### src/sv/ahdsr_pkg.sv
// Package for the AHDSR envelope generator: shared types, codes and constants.
// Used by every module of the block; depends on nothing.
package ahdsr_pkg;

  // Q1.12 full scale.
  localparam logic [12:0] FULL_LEVEL = 13'd4096;

  // Item kinds carried on the input tuser.
  localparam logic [1:0] MODE_START   = 2'd0;
  localparam logic [1:0] MODE_RELEASE = 2'd1;
  localparam logic [1:0] MODE_TICK    = 2'd2;

  // Register indexes on the configuration port.
  localparam logic [2:0] REG_ATTACK  = 3'd0;
  localparam logic [2:0] REG_HOLD    = 3'd1;
  localparam logic [2:0] REG_DECAY   = 3'd2;
  localparam logic [2:0] REG_SUSTAIN = 3'd3;
  localparam logic [2:0] REG_RELEASE = 3'd4;
  localparam logic [2:0] REG_PITCH   = 3'd5;
  localparam logic [2:0] REG_VOLUME  = 3'd6;

  // Divider geometry: every quotient of this block stays below 2**16.
  localparam int QUO_W      = 16;
  localparam int DIVIDEND_W = 34;
  localparam int DIVISOR_W  = 17;

  // Shared multiplier geometry.
  localparam int MUL_A_W = 20;
  localparam int MUL_B_W = 17;
  localparam int PROD_W  = MUL_A_W + MUL_B_W;

  typedef struct packed {
    logic [15:0]        attack_ticks;
    logic [15:0]        hold_ticks;
    logic [15:0]        decay_ticks;
    logic [12:0]        sustain_level;
    logic [15:0]        release_ticks;
    logic signed [15:0] attack_pitch;
    logic [7:0]         channel_volume;
  } cfg_t;

  // Which product, quotient and write-back the datapath works on.
  typedef enum logic [2:0] {
    OP_PITCH,
    OP_ATTACK,
    OP_DECAY,
    OP_RELEASE,
    OP_CHIP1,
    OP_CHIP2
  } op_t;

  typedef enum logic [3:0] {
    S_IDLE,
    S_DECIDE,
    S_TICK,
    S_PMUL,
    S_PDIV,
    S_PWAIT,
    S_LEVEL,
    S_LMUL,
    S_LDIV,
    S_LWAIT,
    S_CHIP1,
    S_CHIP2,
    S_FINISH
  } state_t;

  typedef struct packed {
    logic load_item;
    logic do_start;
    logic mark_release;
    logic tick_begin;
    logic clear_active;
    logic set_sustain;
    logic set_full;
    logic rel_capture;
    logic mul_en;
    logic div_start;
    logic wb_en;
    op_t  op;
    logic out_load;
  } cmd_t;

  typedef struct packed {
    logic [1:0] mode;
    logic       active;
    logic       released;
    logic       rel_done;
    logic       sus_phase;
    logic       sustain_zero;
    logic       pitch_need;
    logic       in_attack;
    logic       in_hold;
    logic       div_busy;
  } status_t;

endpackage

### src/sv/ahdsr_div.sv
// Radix-2 restoring divider, one quotient bit per cycle.
// Depends on ahdsr_pkg for its widths; the quotient must fit in QUO_W bits.
module ahdsr_div (
  input  logic                                clk,
  input  logic                                rst,
  input  logic                                start,
  input  logic [ahdsr_pkg::DIVIDEND_W-1:0]    dividend,
  input  logic [ahdsr_pkg::DIVISOR_W-1:0]     divisor,
  output logic                                busy,
  output logic [ahdsr_pkg::QUO_W-1:0]         quotient
);

  localparam int CNT_W = $clog2(ahdsr_pkg::QUO_W + 1);

  logic [ahdsr_pkg::DIVISOR_W-1:0] rem;
  logic [ahdsr_pkg::QUO_W-1:0]     quo;
  logic [CNT_W-1:0]                cnt;
  logic [ahdsr_pkg::DIVISOR_W:0]   trial;
  logic                            fits;

  // The upper dividend bits start as the partial remainder; they are below the divisor.
  assign trial = {rem, quo[ahdsr_pkg::QUO_W-1]};
  assign fits  = trial >= {1'b0, divisor};

  always_ff @(posedge clk) begin
    if (rst) begin
      busy <= 1'b0;
      cnt  <= '0;
    end else if (start) begin
      busy <= 1'b1;
      cnt  <= CNT_W'(ahdsr_pkg::QUO_W);
    end else if (busy) begin
      cnt <= cnt - 1'b1;
      if (cnt == CNT_W'(1)) begin
        busy <= 1'b0;
      end
    end
  end

  always_ff @(posedge clk) begin
    if (start) begin
      rem <= dividend[ahdsr_pkg::DIVISOR_W+ahdsr_pkg::QUO_W-1:ahdsr_pkg::QUO_W];
      quo <= dividend[ahdsr_pkg::QUO_W-1:0];
    end else if (busy) begin
      rem <= fits ? ahdsr_pkg::DIVISOR_W'(trial - {1'b0, divisor})
                  : trial[ahdsr_pkg::DIVISOR_W-1:0];
      quo <= {quo[ahdsr_pkg::QUO_W-2:0], fits};
    end
  end

  assign quotient = quo;

endmodule

### src/sv/ahdsr_regs.sv
// Configuration register file behind an APB-style port.
// Depends on ahdsr_pkg for the register indexes and the cfg_t bundle.
module ahdsr_regs (
  input  logic                clk,
  input  logic                rst,
  input  logic                psel,
  input  logic                penable,
  input  logic                pwrite,
  input  logic [4:0]          paddr,
  input  logic [31:0]         pwdata,
  output logic [31:0]         prdata,
  output logic                pready,
  output ahdsr_pkg::cfg_t     cfg
);

  logic [2:0] idx;
  logic       wr;

  assign idx    = paddr[4:2];
  assign wr     = psel & penable & pwrite;
  assign pready = 1'b1;

  always_ff @(posedge clk) begin
    if (rst) begin
      cfg.attack_ticks   <= '0;
      cfg.hold_ticks     <= '0;
      cfg.decay_ticks    <= '0;
      cfg.sustain_level  <= ahdsr_pkg::FULL_LEVEL;
      cfg.release_ticks  <= '0;
      cfg.attack_pitch   <= '0;
      cfg.channel_volume <= 8'd128;
    end else if (wr) begin
      unique case (idx)
        ahdsr_pkg::REG_ATTACK:  cfg.attack_ticks   <= pwdata[15:0];
        ahdsr_pkg::REG_HOLD:    cfg.hold_ticks     <= pwdata[15:0];
        ahdsr_pkg::REG_DECAY:   cfg.decay_ticks    <= pwdata[15:0];
        ahdsr_pkg::REG_SUSTAIN: cfg.sustain_level  <= pwdata[12:0];
        ahdsr_pkg::REG_RELEASE: cfg.release_ticks  <= pwdata[15:0];
        ahdsr_pkg::REG_PITCH:   cfg.attack_pitch   <= pwdata[15:0];
        ahdsr_pkg::REG_VOLUME:  cfg.channel_volume <= pwdata[7:0];
        default: ;
      endcase
    end
  end

  always_comb begin
    unique case (idx)
      ahdsr_pkg::REG_ATTACK:  prdata = {16'd0, cfg.attack_ticks};
      ahdsr_pkg::REG_HOLD:    prdata = {16'd0, cfg.hold_ticks};
      ahdsr_pkg::REG_DECAY:   prdata = {16'd0, cfg.decay_ticks};
      ahdsr_pkg::REG_SUSTAIN: prdata = {19'd0, cfg.sustain_level};
      ahdsr_pkg::REG_RELEASE: prdata = {16'd0, cfg.release_ticks};
      ahdsr_pkg::REG_PITCH:   prdata = {16'd0, cfg.attack_pitch};
      ahdsr_pkg::REG_VOLUME:  prdata = {24'd0, cfg.channel_volume};
      default:                prdata = 32'd0;
    endcase
  end

endmodule

### src/sv/ahdsr_datapath.sv
// Envelope datapath: note state, shared multiplier, divider and output register.
// Depends on ahdsr_pkg and ahdsr_div; driven by ahdsr_ctrl through cmd_t.
module ahdsr_datapath #(
  parameter int TICK_COUNT_BITS = 24
) (
  input  logic                   clk,
  input  logic                   rst,
  input  ahdsr_pkg::cfg_t        cfg,
  input  ahdsr_pkg::cmd_t        cmd,
  output ahdsr_pkg::status_t     status,
  input  logic [1:0]             in_mode,
  input  logic [6:0]             in_velocity,
  output logic [3:0]             out_chip_level,
  output logic [12:0]            out_envelope_level,
  output logic signed [15:0]     out_pitch_offset,
  output logic                   out_note_active,
  output logic                   out_in_release
);

  localparam int TB = TICK_COUNT_BITS;
  localparam int CW = (TB > 18) ? TB : 18;

  // Note state.
  logic [TB-1:0]        tick_count;
  logic [TB-1:0]        e_reg;
  logic [15:0]          release_count;
  logic [12:0]          level_now;
  logic [12:0]          release_start;
  logic signed [15:0]   pitch_now;
  logic                 released_flag;
  logic                 active_flag;
  logic [6:0]           latched_velocity;
  logic [1:0]           item_mode;
  logic [6:0]           item_velocity;

  // Segment boundaries and derived operands.
  logic [16:0]          ah;
  logic [17:0]          ahd;
  logic [CW-1:0]        e_ext;
  logic [16:0]          ah_minus_e;
  logic [15:0]          e_decay;
  logic [12:0]          sus_clamped;
  logic [15:0]          rt_minus_rc;
  logic [12:0]          rs_sel;
  logic [15:0]          ap_mag;

  logic [ahdsr_pkg::MUL_A_W-1:0]    mul_a;
  logic [ahdsr_pkg::MUL_B_W-1:0]    mul_b;
  logic [ahdsr_pkg::PROD_W-1:0]     prod;
  logic [ahdsr_pkg::DIVISOR_W-1:0]  divisor;
  logic [ahdsr_pkg::QUO_W-1:0]      quotient;
  logic                             div_busy;
  logic [3:0]                       chip_sat;

  assign ah          = {1'b0, cfg.attack_ticks} + {1'b0, cfg.hold_ticks};
  assign ahd         = {1'b0, ah} + {2'b0, cfg.decay_ticks};
  assign e_ext       = CW'(e_reg);
  assign ah_minus_e  = ah - e_reg[16:0];
  assign e_decay     = e_reg[15:0] - ah[15:0];
  assign sus_clamped = (cfg.sustain_level > ahdsr_pkg::FULL_LEVEL) ? ahdsr_pkg::FULL_LEVEL
                                                                    : cfg.sustain_level;
  assign rt_minus_rc = cfg.release_ticks - release_count;
  assign rs_sel      = (release_count == 16'd0) ? level_now : release_start;
  assign ap_mag      = cfg.attack_pitch[15] ? (~cfg.attack_pitch + 16'd1) : cfg.attack_pitch;

  always_comb begin
    status.mode         = item_mode;
    status.active       = active_flag;
    status.released     = released_flag;
    status.rel_done     = release_count >= cfg.release_ticks;
    status.sus_phase    = e_ext >= CW'(ahd);
    status.sustain_zero = cfg.sustain_level == 13'd0;
    status.pitch_need   = (cfg.attack_pitch != 16'sd0) && (e_ext < CW'(ah));
    status.in_attack    = e_ext < CW'(cfg.attack_ticks);
    status.in_hold      = e_ext < CW'(ah);
    status.div_busy     = div_busy;
  end

  // One shared multiplier, registered.
  always_comb begin
    unique case (cmd.op)
      ahdsr_pkg::OP_PITCH: begin
        mul_a = ahdsr_pkg::MUL_A_W'(ap_mag);
        mul_b = ah_minus_e;
      end
      ahdsr_pkg::OP_ATTACK: begin
        mul_a = ahdsr_pkg::MUL_A_W'(e_reg[15:0]);
        mul_b = ahdsr_pkg::MUL_B_W'(ahdsr_pkg::FULL_LEVEL);
      end
      ahdsr_pkg::OP_DECAY: begin
        mul_a = ahdsr_pkg::MUL_A_W'(ahdsr_pkg::FULL_LEVEL - sus_clamped);
        mul_b = ahdsr_pkg::MUL_B_W'(e_decay);
      end
      ahdsr_pkg::OP_RELEASE: begin
        mul_a = ahdsr_pkg::MUL_A_W'(rs_sel);
        mul_b = ahdsr_pkg::MUL_B_W'(rt_minus_rc);
      end
      ahdsr_pkg::OP_CHIP1: begin
        mul_a = ahdsr_pkg::MUL_A_W'(level_now);
        mul_b = ahdsr_pkg::MUL_B_W'(latched_velocity);
      end
      ahdsr_pkg::OP_CHIP2: begin
        mul_a = prod[ahdsr_pkg::MUL_A_W-1:0];
        mul_b = ahdsr_pkg::MUL_B_W'(cfg.channel_volume);
      end
      default: begin
        mul_a = '0;
        mul_b = '0;
      end
    endcase
  end

  always_ff @(posedge clk) begin
    if (cmd.mul_en) begin
      prod <= {{ahdsr_pkg::MUL_B_W{1'b0}}, mul_a} * {{ahdsr_pkg::MUL_A_W{1'b0}}, mul_b};
    end
  end

  always_comb begin
    unique case (cmd.op)
      ahdsr_pkg::OP_PITCH:   divisor = ah;
      ahdsr_pkg::OP_ATTACK:  divisor = {1'b0, cfg.attack_ticks};
      ahdsr_pkg::OP_DECAY:   divisor = {1'b0, cfg.decay_ticks};
      ahdsr_pkg::OP_RELEASE: divisor = {1'b0, cfg.release_ticks};
      default:               divisor = ahdsr_pkg::DIVISOR_W'(1);
    endcase
  end

  ahdsr_div u_div (
    .clk      (clk),
    .rst      (rst),
    .start    (cmd.div_start),
    .dividend (prod[ahdsr_pkg::DIVIDEND_W-1:0]),
    .divisor  (divisor),
    .busy     (div_busy),
    .quotient (quotient)
  );

  always_ff @(posedge clk) begin
    if (cmd.load_item) begin
      item_mode     <= in_mode;
      item_velocity <= in_velocity;
    end
    if (cmd.tick_begin) begin
      e_reg <= tick_count;
    end
  end

  always_ff @(posedge clk) begin
    if (rst) begin
      tick_count       <= '0;
      release_count    <= '0;
      level_now        <= '0;
      release_start    <= '0;
      pitch_now        <= '0;
      released_flag    <= 1'b0;
      active_flag      <= 1'b0;
      latched_velocity <= '0;
    end else begin
      if (cmd.do_start) begin
        latched_velocity <= item_velocity;
        tick_count       <= '0;
        release_count    <= '0;
        level_now        <= '0;
        release_start    <= '0;
        pitch_now        <= '0;
        released_flag    <= 1'b0;
        active_flag      <= 1'b1;
      end
      if (cmd.mark_release) begin
        released_flag <= 1'b1;
      end
      if (cmd.tick_begin) begin
        if (tick_count != {TB{1'b1}}) begin
          tick_count <= tick_count + 1'b1;
        end
        pitch_now <= '0;
      end
      if (cmd.clear_active) begin
        active_flag <= 1'b0;
      end
      if (cmd.set_sustain) begin
        level_now <= sus_clamped;
      end
      if (cmd.set_full) begin
        level_now <= ahdsr_pkg::FULL_LEVEL;
      end
      if (cmd.rel_capture) begin
        release_start <= rs_sel;
      end
      if (cmd.wb_en) begin
        unique case (cmd.op)
          ahdsr_pkg::OP_PITCH: begin
            pitch_now <= cfg.attack_pitch[15] ? -$signed(quotient) : $signed(quotient);
          end
          ahdsr_pkg::OP_ATTACK: level_now <= quotient[12:0];
          ahdsr_pkg::OP_DECAY:  level_now <= ahdsr_pkg::FULL_LEVEL - quotient[12:0];
          ahdsr_pkg::OP_RELEASE: begin
            level_now     <= quotient[12:0];
            release_count <= release_count + 16'd1;
          end
          default: ;
        endcase
      end
    end
  end

  // Chip level is the product shifted down by 15, saturated at 15.
  assign chip_sat = (prod[ahdsr_pkg::PROD_W-1:15] > (ahdsr_pkg::PROD_W - 15)'(15))
                  ? 4'd15 : prod[18:15];

  always_ff @(posedge clk) begin
    if (cmd.out_load) begin
      out_chip_level     <= chip_sat;
      out_envelope_level <= level_now;
      out_pitch_offset   <= pitch_now;
      out_note_active    <= active_flag;
      out_in_release     <= released_flag;
    end
  end

endmodule

### src/sv/ahdsr_ctrl.sv
// Sequencer for the envelope generator: steps one item through the datapath.
// Depends on ahdsr_pkg for state, command and status types.
module ahdsr_ctrl (
  input  logic                 clk,
  input  logic                 rst,
  input  logic                 s_tvalid,
  output logic                 s_tready,
  output logic                 m_tvalid,
  input  logic                 m_tready,
  input  ahdsr_pkg::status_t   status,
  output ahdsr_pkg::cmd_t      cmd
);

  ahdsr_pkg::state_t state;
  ahdsr_pkg::state_t state_next;
  ahdsr_pkg::op_t    lvl_op;
  logic              out_free;

  assign lvl_op   = status.released ? ahdsr_pkg::OP_RELEASE
                  : status.in_attack ? ahdsr_pkg::OP_ATTACK : ahdsr_pkg::OP_DECAY;
  assign out_free = !m_tvalid || m_tready;
  assign s_tready = state == ahdsr_pkg::S_IDLE;

  always_ff @(posedge clk) begin
    if (rst) begin
      state    <= ahdsr_pkg::S_IDLE;
      m_tvalid <= 1'b0;
    end else begin
      state <= state_next;
      if (cmd.out_load) begin
        m_tvalid <= 1'b1;
      end else if (m_tready) begin
        m_tvalid <= 1'b0;
      end
    end
  end

  always_comb begin
    state_next = state;
    unique case (state)
      ahdsr_pkg::S_IDLE:   if (s_tvalid) state_next = ahdsr_pkg::S_DECIDE;
      ahdsr_pkg::S_DECIDE: begin
        if (status.mode == ahdsr_pkg::MODE_TICK && status.active) begin
          state_next = ahdsr_pkg::S_TICK;
        end else begin
          state_next = ahdsr_pkg::S_CHIP1;
        end
      end
      ahdsr_pkg::S_TICK: begin
        if (status.released) begin
          state_next = status.rel_done ? ahdsr_pkg::S_CHIP1 : ahdsr_pkg::S_LMUL;
        end else if (status.sus_phase) begin
          state_next = ahdsr_pkg::S_CHIP1;
        end else if (status.pitch_need) begin
          state_next = ahdsr_pkg::S_PMUL;
        end else begin
          state_next = ahdsr_pkg::S_LEVEL;
        end
      end
      ahdsr_pkg::S_PMUL:   state_next = ahdsr_pkg::S_PDIV;
      ahdsr_pkg::S_PDIV:   state_next = ahdsr_pkg::S_PWAIT;
      ahdsr_pkg::S_PWAIT:  if (!status.div_busy) state_next = ahdsr_pkg::S_LEVEL;
      ahdsr_pkg::S_LEVEL: begin
        if (!status.in_attack && status.in_hold) begin
          state_next = ahdsr_pkg::S_CHIP1;
        end else begin
          state_next = ahdsr_pkg::S_LMUL;
        end
      end
      ahdsr_pkg::S_LMUL:   state_next = ahdsr_pkg::S_LDIV;
      ahdsr_pkg::S_LDIV:   state_next = ahdsr_pkg::S_LWAIT;
      ahdsr_pkg::S_LWAIT:  if (!status.div_busy) state_next = ahdsr_pkg::S_CHIP1;
      ahdsr_pkg::S_CHIP1:  state_next = ahdsr_pkg::S_CHIP2;
      ahdsr_pkg::S_CHIP2:  state_next = ahdsr_pkg::S_FINISH;
      ahdsr_pkg::S_FINISH: if (out_free) state_next = ahdsr_pkg::S_IDLE;
      default:             state_next = ahdsr_pkg::S_IDLE;
    endcase
  end

  always_comb begin
    cmd = '0;
    cmd.op = lvl_op;
    unique case (state)
      ahdsr_pkg::S_IDLE:   cmd.load_item = s_tvalid;
      ahdsr_pkg::S_DECIDE: begin
        case (status.mode)
          ahdsr_pkg::MODE_START:   cmd.do_start     = 1'b1;
          ahdsr_pkg::MODE_RELEASE: cmd.mark_release = 1'b1;
          ahdsr_pkg::MODE_TICK:    cmd.tick_begin   = status.active;
          default: ;
        endcase
      end
      ahdsr_pkg::S_TICK: begin
        if (status.released) begin
          cmd.clear_active = status.rel_done;
        end else if (status.sus_phase) begin
          cmd.clear_active = status.sustain_zero;
          cmd.set_sustain  = !status.sustain_zero;
        end
      end
      ahdsr_pkg::S_PMUL: begin
        cmd.op     = ahdsr_pkg::OP_PITCH;
        cmd.mul_en = 1'b1;
      end
      ahdsr_pkg::S_PDIV: begin
        cmd.op        = ahdsr_pkg::OP_PITCH;
        cmd.div_start = 1'b1;
      end
      ahdsr_pkg::S_PWAIT: begin
        cmd.op    = ahdsr_pkg::OP_PITCH;
        cmd.wb_en = !status.div_busy;
      end
      ahdsr_pkg::S_LEVEL:  cmd.set_full = !status.in_attack && status.in_hold;
      ahdsr_pkg::S_LMUL: begin
        cmd.mul_en      = 1'b1;
        cmd.rel_capture = status.released;
      end
      ahdsr_pkg::S_LDIV:   cmd.div_start = 1'b1;
      ahdsr_pkg::S_LWAIT:  cmd.wb_en = !status.div_busy;
      ahdsr_pkg::S_CHIP1: begin
        cmd.op     = ahdsr_pkg::OP_CHIP1;
        cmd.mul_en = 1'b1;
      end
      ahdsr_pkg::S_CHIP2: begin
        cmd.op     = ahdsr_pkg::OP_CHIP2;
        cmd.mul_en = 1'b1;
      end
      ahdsr_pkg::S_FINISH: cmd.out_load = out_free;
      default: ;
    endcase
  end

endmodule

### src/sv/ahdsr_envelope_generator_top.sv
// AHDSR envelope generator, one note. Start, release and idle items take the short path to
// the result beat, while a tick inside a ramp takes the longest; one item is in flight at a
// time. The two divisions of a ramp tick (pitch offset, then level) on the shared radix-2
// divider make its path the long one.
// Reset (rst, synchronous, active high) clears the note state and the handshakes and loads
// the register defaults; no clearing pass is needed.
//
// Each input beat is one item: start a note, release it, or advance one envelope tick.
// Every item returns exactly one result beat showing the note state after the item.
// The result sits in an output register, so the next input beat is taken while the
// previous result still waits for m_tready.
module ahdsr_envelope_generator_top #(
  parameter int TICK_COUNT_BITS = 24
) (
  input  logic        clk,
  input  logic        rst,
  // Configuration port, one register every 4 bytes.
  input  logic        psel,
  input  logic        penable,
  input  logic        pwrite,
  input  logic [4:0]  paddr,
  input  logic [31:0] pwdata,
  output logic [31:0] prdata,
  output logic        pready,
  // Input stream.
  input  logic        s_tvalid,
  output logic        s_tready,
  input  logic [7:0]  s_tdata,   // [6:0] note_velocity, [7] zero
  input  logic [1:0]  s_tuser,   // [1:0] mode
  // Result stream.
  output logic        m_tvalid,
  input  logic        m_tready,
  output logic [39:0] m_tdata    // [3:0] chip_level, [16:4] envelope_level,
                                 // [32:17] pitch_offset, [33] note_active,
                                 // [34] in_release, [39:35] zero
);

  ahdsr_pkg::cfg_t    cfg;
  ahdsr_pkg::cmd_t    cmd;
  ahdsr_pkg::status_t status;

  logic [3:0]         chip_level;
  logic [12:0]        envelope_level;
  logic signed [15:0] pitch_offset;
  logic               note_active;
  logic               in_release;

  // Register file; writes should only happen while the block is idle, which the block itself does not enforce.
  ahdsr_regs u_regs (
    .clk     (clk),
    .rst     (rst),
    .psel    (psel),
    .penable (penable),
    .pwrite  (pwrite),
    .paddr   (paddr),
    .pwdata  (pwdata),
    .prdata  (prdata),
    .pready  (pready),
    .cfg     (cfg)
  );

  // The controller walks each item through decode, the tick branch, the optional pitch
  // and level divisions, the two-step chip level product and the output load.
  ahdsr_ctrl u_ctrl (
    .clk      (clk),
    .rst      (rst),
    .s_tvalid (s_tvalid),
    .s_tready (s_tready),
    .m_tvalid (m_tvalid),
    .m_tready (m_tready),
    .status   (status),
    .cmd      (cmd)
  );

  // The datapath holds the note state, one shared multiplier, the divider and the
  // result register.
  ahdsr_datapath #(
    .TICK_COUNT_BITS (TICK_COUNT_BITS)
  ) u_datapath (
    .clk                (clk),
    .rst                (rst),
    .cfg                (cfg),
    .cmd                (cmd),
    .status             (status),
    .in_mode            (s_tuser),
    .in_velocity        (s_tdata[6:0]),
    .out_chip_level     (chip_level),
    .out_envelope_level (envelope_level),
    .out_pitch_offset   (pitch_offset),
    .out_note_active    (note_active),
    .out_in_release     (in_release)
  );

  assign m_tdata = {5'd0, in_release, note_active, pitch_offset, envelope_level, chip_level};

endmodule
### config.mk
export PLATFORM = sky130hd
export DESIGN_NAME = ahdsr_envelope_generator_top
export DESIGN_NICKNAME = d
export VERILOG_FILES = /design/src/sv/ahdsr_pkg.sv /design/src/sv/ahdsr_div.sv /design/src/sv/ahdsr_regs.sv /design/src/sv/ahdsr_datapath.sv /design/src/sv/ahdsr_ctrl.sv /design/src/sv/ahdsr_envelope_generator_top.sv
export SDC_FILE = /design/constraint.sdc
export NUM_CORES = 2
export LEC_CHECK = 0
export BUFFER_PORTS_ARGS = -buffer_cell sky130_fd_sc_hd__buf_2
export CAP_MARGIN = 15
export CORE_AREA = 2 2 235 237
export CTS_BUF_LIST = sky130_fd_sc_hd__clkbuf_4 sky130_fd_sc_hd__clkbuf_8
export DETAILED_ROUTE_END_ITERATION = 16
export DIE_AREA = 0 0 237 239
export PLACE_DENSITY = 0.77
export SYNTH_ARGS = -nofsm -noshare
export SYNTH_HDL_FRONTEND = slang
export SYNTH_SLANG_ARGS = --single-unit
### constraint.sdc
create_clock -name clk -period 15.5 [get_ports clk]
set_input_delay 0 -clock clk [delete_from_list [all_inputs] [get_ports clk]]
set_output_delay 0 -clock clk [all_outputs]
set_load 0.03 [all_outputs]
==> flow_metrics.env <==
export IMPL_startpoint_type="flop"
export IMPL_ys_top_cells_by_count="nand2_1 (602), inv_1 (447), fa_1 (275), ha_1 (250), a21oi_1 (244)"
export IMPL_power_density_nw_per_um2=95.2
export IMPL_path_class="reg -> reg"
export IMPL_synth_top_area_share_pct=17.1
export IMPL_num_rows=86
export IMPL_yosys_most_used_dff="dfxtp_1"
export IMPL_track_usage_pct=35.6
export IMPL_crit_buf_inv=4
export IMPL_period_share_pct=75.2
export IMPL_drt_initial_drc_count=3144
export IMPL_synth_area_per_cell_um2=8.60
export IMPL_port_buffers=87
export IMPL_p_seq_share_pct=36.3
export IMPL_cts_root_buf="clkbuf_8"
export IMPL_final_nets=4404
export IMPL_critical_path_required_ns=15.87
export IMPL_syn_inst=3737
export IMPL_core_um2=54300
export IMPL_vias=27990
export IMPL_ant_nets=0
export IMPL_worstPathArrival_ns=12.03
export IMPL_hold_violations=0
export IMPL_die_w_um=237
export IMPL_finClkSkew_ns=0.0561
export IMPL_place_inst=4442
export IMPL_worstMarginPinSlew_ns=1.19
export IMPL_n_fill_cell=4605
export IMPL_slew_violations=0
export IMPL_hpwl_um=73700
export IMPL_p_leak_nw=15.5
export IMPL_cp_top_family="adder cells"
export IMPL_rsz0062_at_grt="no"
export IMPL_yosysWarnings=0
export IMPL_ios=129
export IMPL_period_needed_ns=11.65
export IMPL_drt_vias_per_instance=6.12
export IMPL_ys_types=89
export IMPL_antenna_found_initial=2
export IMPL_total_power_w=0.00331
export IMPL_register_area_um2=8210
export IMPL_drcViolationCount=0
export IMPL_synthesis_area_um2=32100
export IMPL_pwr_share_clk_pct=25.8
export IMPL_grt_pass1_wl_um=155000
export IMPL_synth_area_leader_cell="fa_1"
export IMPL_setup_tns_ns=0
export IMPL_relSlewSlack_pct=20.6
export IMPL_avgRoutedWirePerCell_um=21.8
export IMPL_async_flop_share_pct=0
export IMPL_ys_seq_elements=341
export IMPL_peakVddDrop_v=0.0000921
export IMPL_status="finished clean"
export IMPL_clk_insertion_delay_late_ns=0.68
export IMPL_clkSlewWorstSetupHoldPaths_ns=0.06
export IMPL_gp_congestion=1.03
export IMPL_synth_edf_count=138
export IMPL_synthTopCellsByArea="fa_1 (17%), edfxtp_1 (13%), dfxtp_1 (13%), ha_1 (9.7%), nand2_1 (7.0%)"
export IMPL_fmax_ghz=0.0858
export IMPL_comb_power_share_pct=38.0
export IMPL_regToRegSetupSlack_ns=3.85
export IMPL_cts_tree="done"
export IMPL_instances_no_fill=4575
export IMPL_grt_max_degree=95
export IMPL_drt_first_pass_iters=6
export IMPL_synthMostInstantiatedCell="nand2_1"
export IMPL_p_switching_w=0.00130
export IMPL_multi_input_area_um2=21700
export IMPL_p_int_w=0.00201
export IMPL_critPathCaptureType="flop"
export IMPL_cts_sink_count=341
export IMPL_setup_viol=0
export IMPL_cp_slowest_cell="a22oi_2"
export IMPL_htreeDepth=2
export IMPL_slowest_delay_ns=0.89
export IMPL_initial_core_util_pct=59.1
export IMPL_grt_pass1_vias=26922
export IMPL_cts_resized=0
export IMPL_crit_top_cell="fa_1"
export IMPL_numCtsBuffers=55
export IMPL_clk_path_buf_depth=3
export IMPL_cap_viol_max_count=0
export IMPL_critPathMaxFanout=16
export IMPL_grt_ovfl_total=0
export IMPL_die_area_um2=56600
export IMPL_die_height_um=239
export IMPL_wl_um=99700
export IMPL_ys_seq_area_share_pct=25.6
export IMPL_swShare_pct=39.4
export IMPL_drive_above_1_share_pct=8.32
export IMPL_area_growth_pct=8.28
export IMPL_min_path_type="in -> reg"
[cells in the final DEF, fill, tap and decap left out, types with 50 or more instances in the layout]
cell / n
a21o_1: 55
nand3_1: 59
nor3_1: 50
nand2_1: 602
clkbuf_8: 62
mux2i_1: 65
a21oi_1: 244
nor2b_1: 54
dfxtp_1: 203
xnor2_1: 88
nor2_1: 222
edfxtp_1: 138
inv_1: 447
buf_2: 86
buf_4: 57
fa_1: 275
and2_1: 58
ha_1: 250
o21ai_0: 142
conb_1: 58
[metal layers]
layer,GRT usage [%],vias to the layer above,wire [um]
met3,8.26,326,11700
li1,-,12721,-
met2,54.2,1494,43100
met5,0,-,0
met1,48.0,13449,39500
met4,17.4,0,5540
[final timing paths]
check | start | end | cells after the start
worst min-delay path | s_tdata[4] | u_datapath.item_velocity[4] | 2
worst max-delay path | u_regs.cfg[85] | u_datapath.prod[34] | 36
worst max register to register | u_regs.cfg[85] | u_datapath.prod[34] | 36
worst min register to register | u_datapath.pitch_now[6] | u_datapath.out_pitch_offset[6] | 0
[final cells by class]
cell class	instances	share of cell area (%)
antenna	1	0.00719
clock buffer	79	2.82
clock inverter	23	0.597
inverter	447	4.82
multi-input combinational	2806	62.3
sequential	341	23.6
tap	704	2.53
timing repair buffer	174	3.36
[cell families (layout without fill, tap and decap cells)]
kind of cell             after synthesis  in the layout  synth area share [%]
AND/OR/NAND/NOR                     1248           1248                  17.8
AO/OA/AOI/OAI                        755            755                  15.4
buffers and inverters                646            723                  7.88
adder cells (fa/ha/maj)              525            525                  26.9
flip-flops                           341            341                  25.6
XOR/XNOR                             135            135                  3.68
multiplexers                          85             85                  2.83
other                                  2             59                0.0234
[timing repair]
action,CTS,global route
hold buffers,30,0
setup buffers,0,0
endpoints found under the hold margin,183,0
[stage by stage]
stage | util [%] | area [um^2] | hold WS (ns) | worst slack, ns
6_report | 64.0 | 34800 | 0.0343 | 3.85
5_1_grt | 64.0 | 34800 | 0.0541 | 3.45
3_5_place_dp | 61.3 | 33300 | 0.179 | 4.31
2_1_floorplan | - | 32300 | 0.0989 | 6.07
3_3_place_gp | 61.3 | 33300 | 0.178 | 4.32
4_1_cts | 64.0 | 34800 | 0.00178 | 4.19
[registers in the layout, summed over array words and instances (netlist names), 2 cells and up]
| register | flops |
|---|---|
| u_datapath.out_envelope_level | 13 |
| u_datapath.tick_count | 24 |
| u_datapath.pitch_now | 16 |
| u_datapath.level_now | 13 |
| u_datapath.release_count | 16 |
| u_datapath.out_pitch_offset | 16 |
| u_datapath.prod | 37 |
| u_regs.cfg | 101 |
| u_datapath.u_div.rem | 17 |
| u_datapath.u_div.quotient | 16 |
| u_datapath.item_mode | 2 |
| u_datapath.out_chip_level | 4 |
| u_datapath.release_start | 13 |
| u_datapath.u_div.cnt | 5 |
| u_datapath.latched_velocity | 7 |
| u_datapath.item_velocity | 7 |
| u_datapath.e_ext | 24 |
| u_ctrl.state | 4 |
[power groups by stage]
stage | clock network [W] | registers, W | logic (W)
global route | 0.000897 | 0.00121 | 0.00139
floorplan | 0 | 0.00116 | 0.000914
finish | 0.000854 | 0.00120 | 0.00126
detailed placement | 0 | 0.00121 | 0.00121
CTS | 0.000861 | 0.00120 | 0.00123
global placement | 0 | 0.00121 | 0.00119
(Power assumes the default switching activity.)
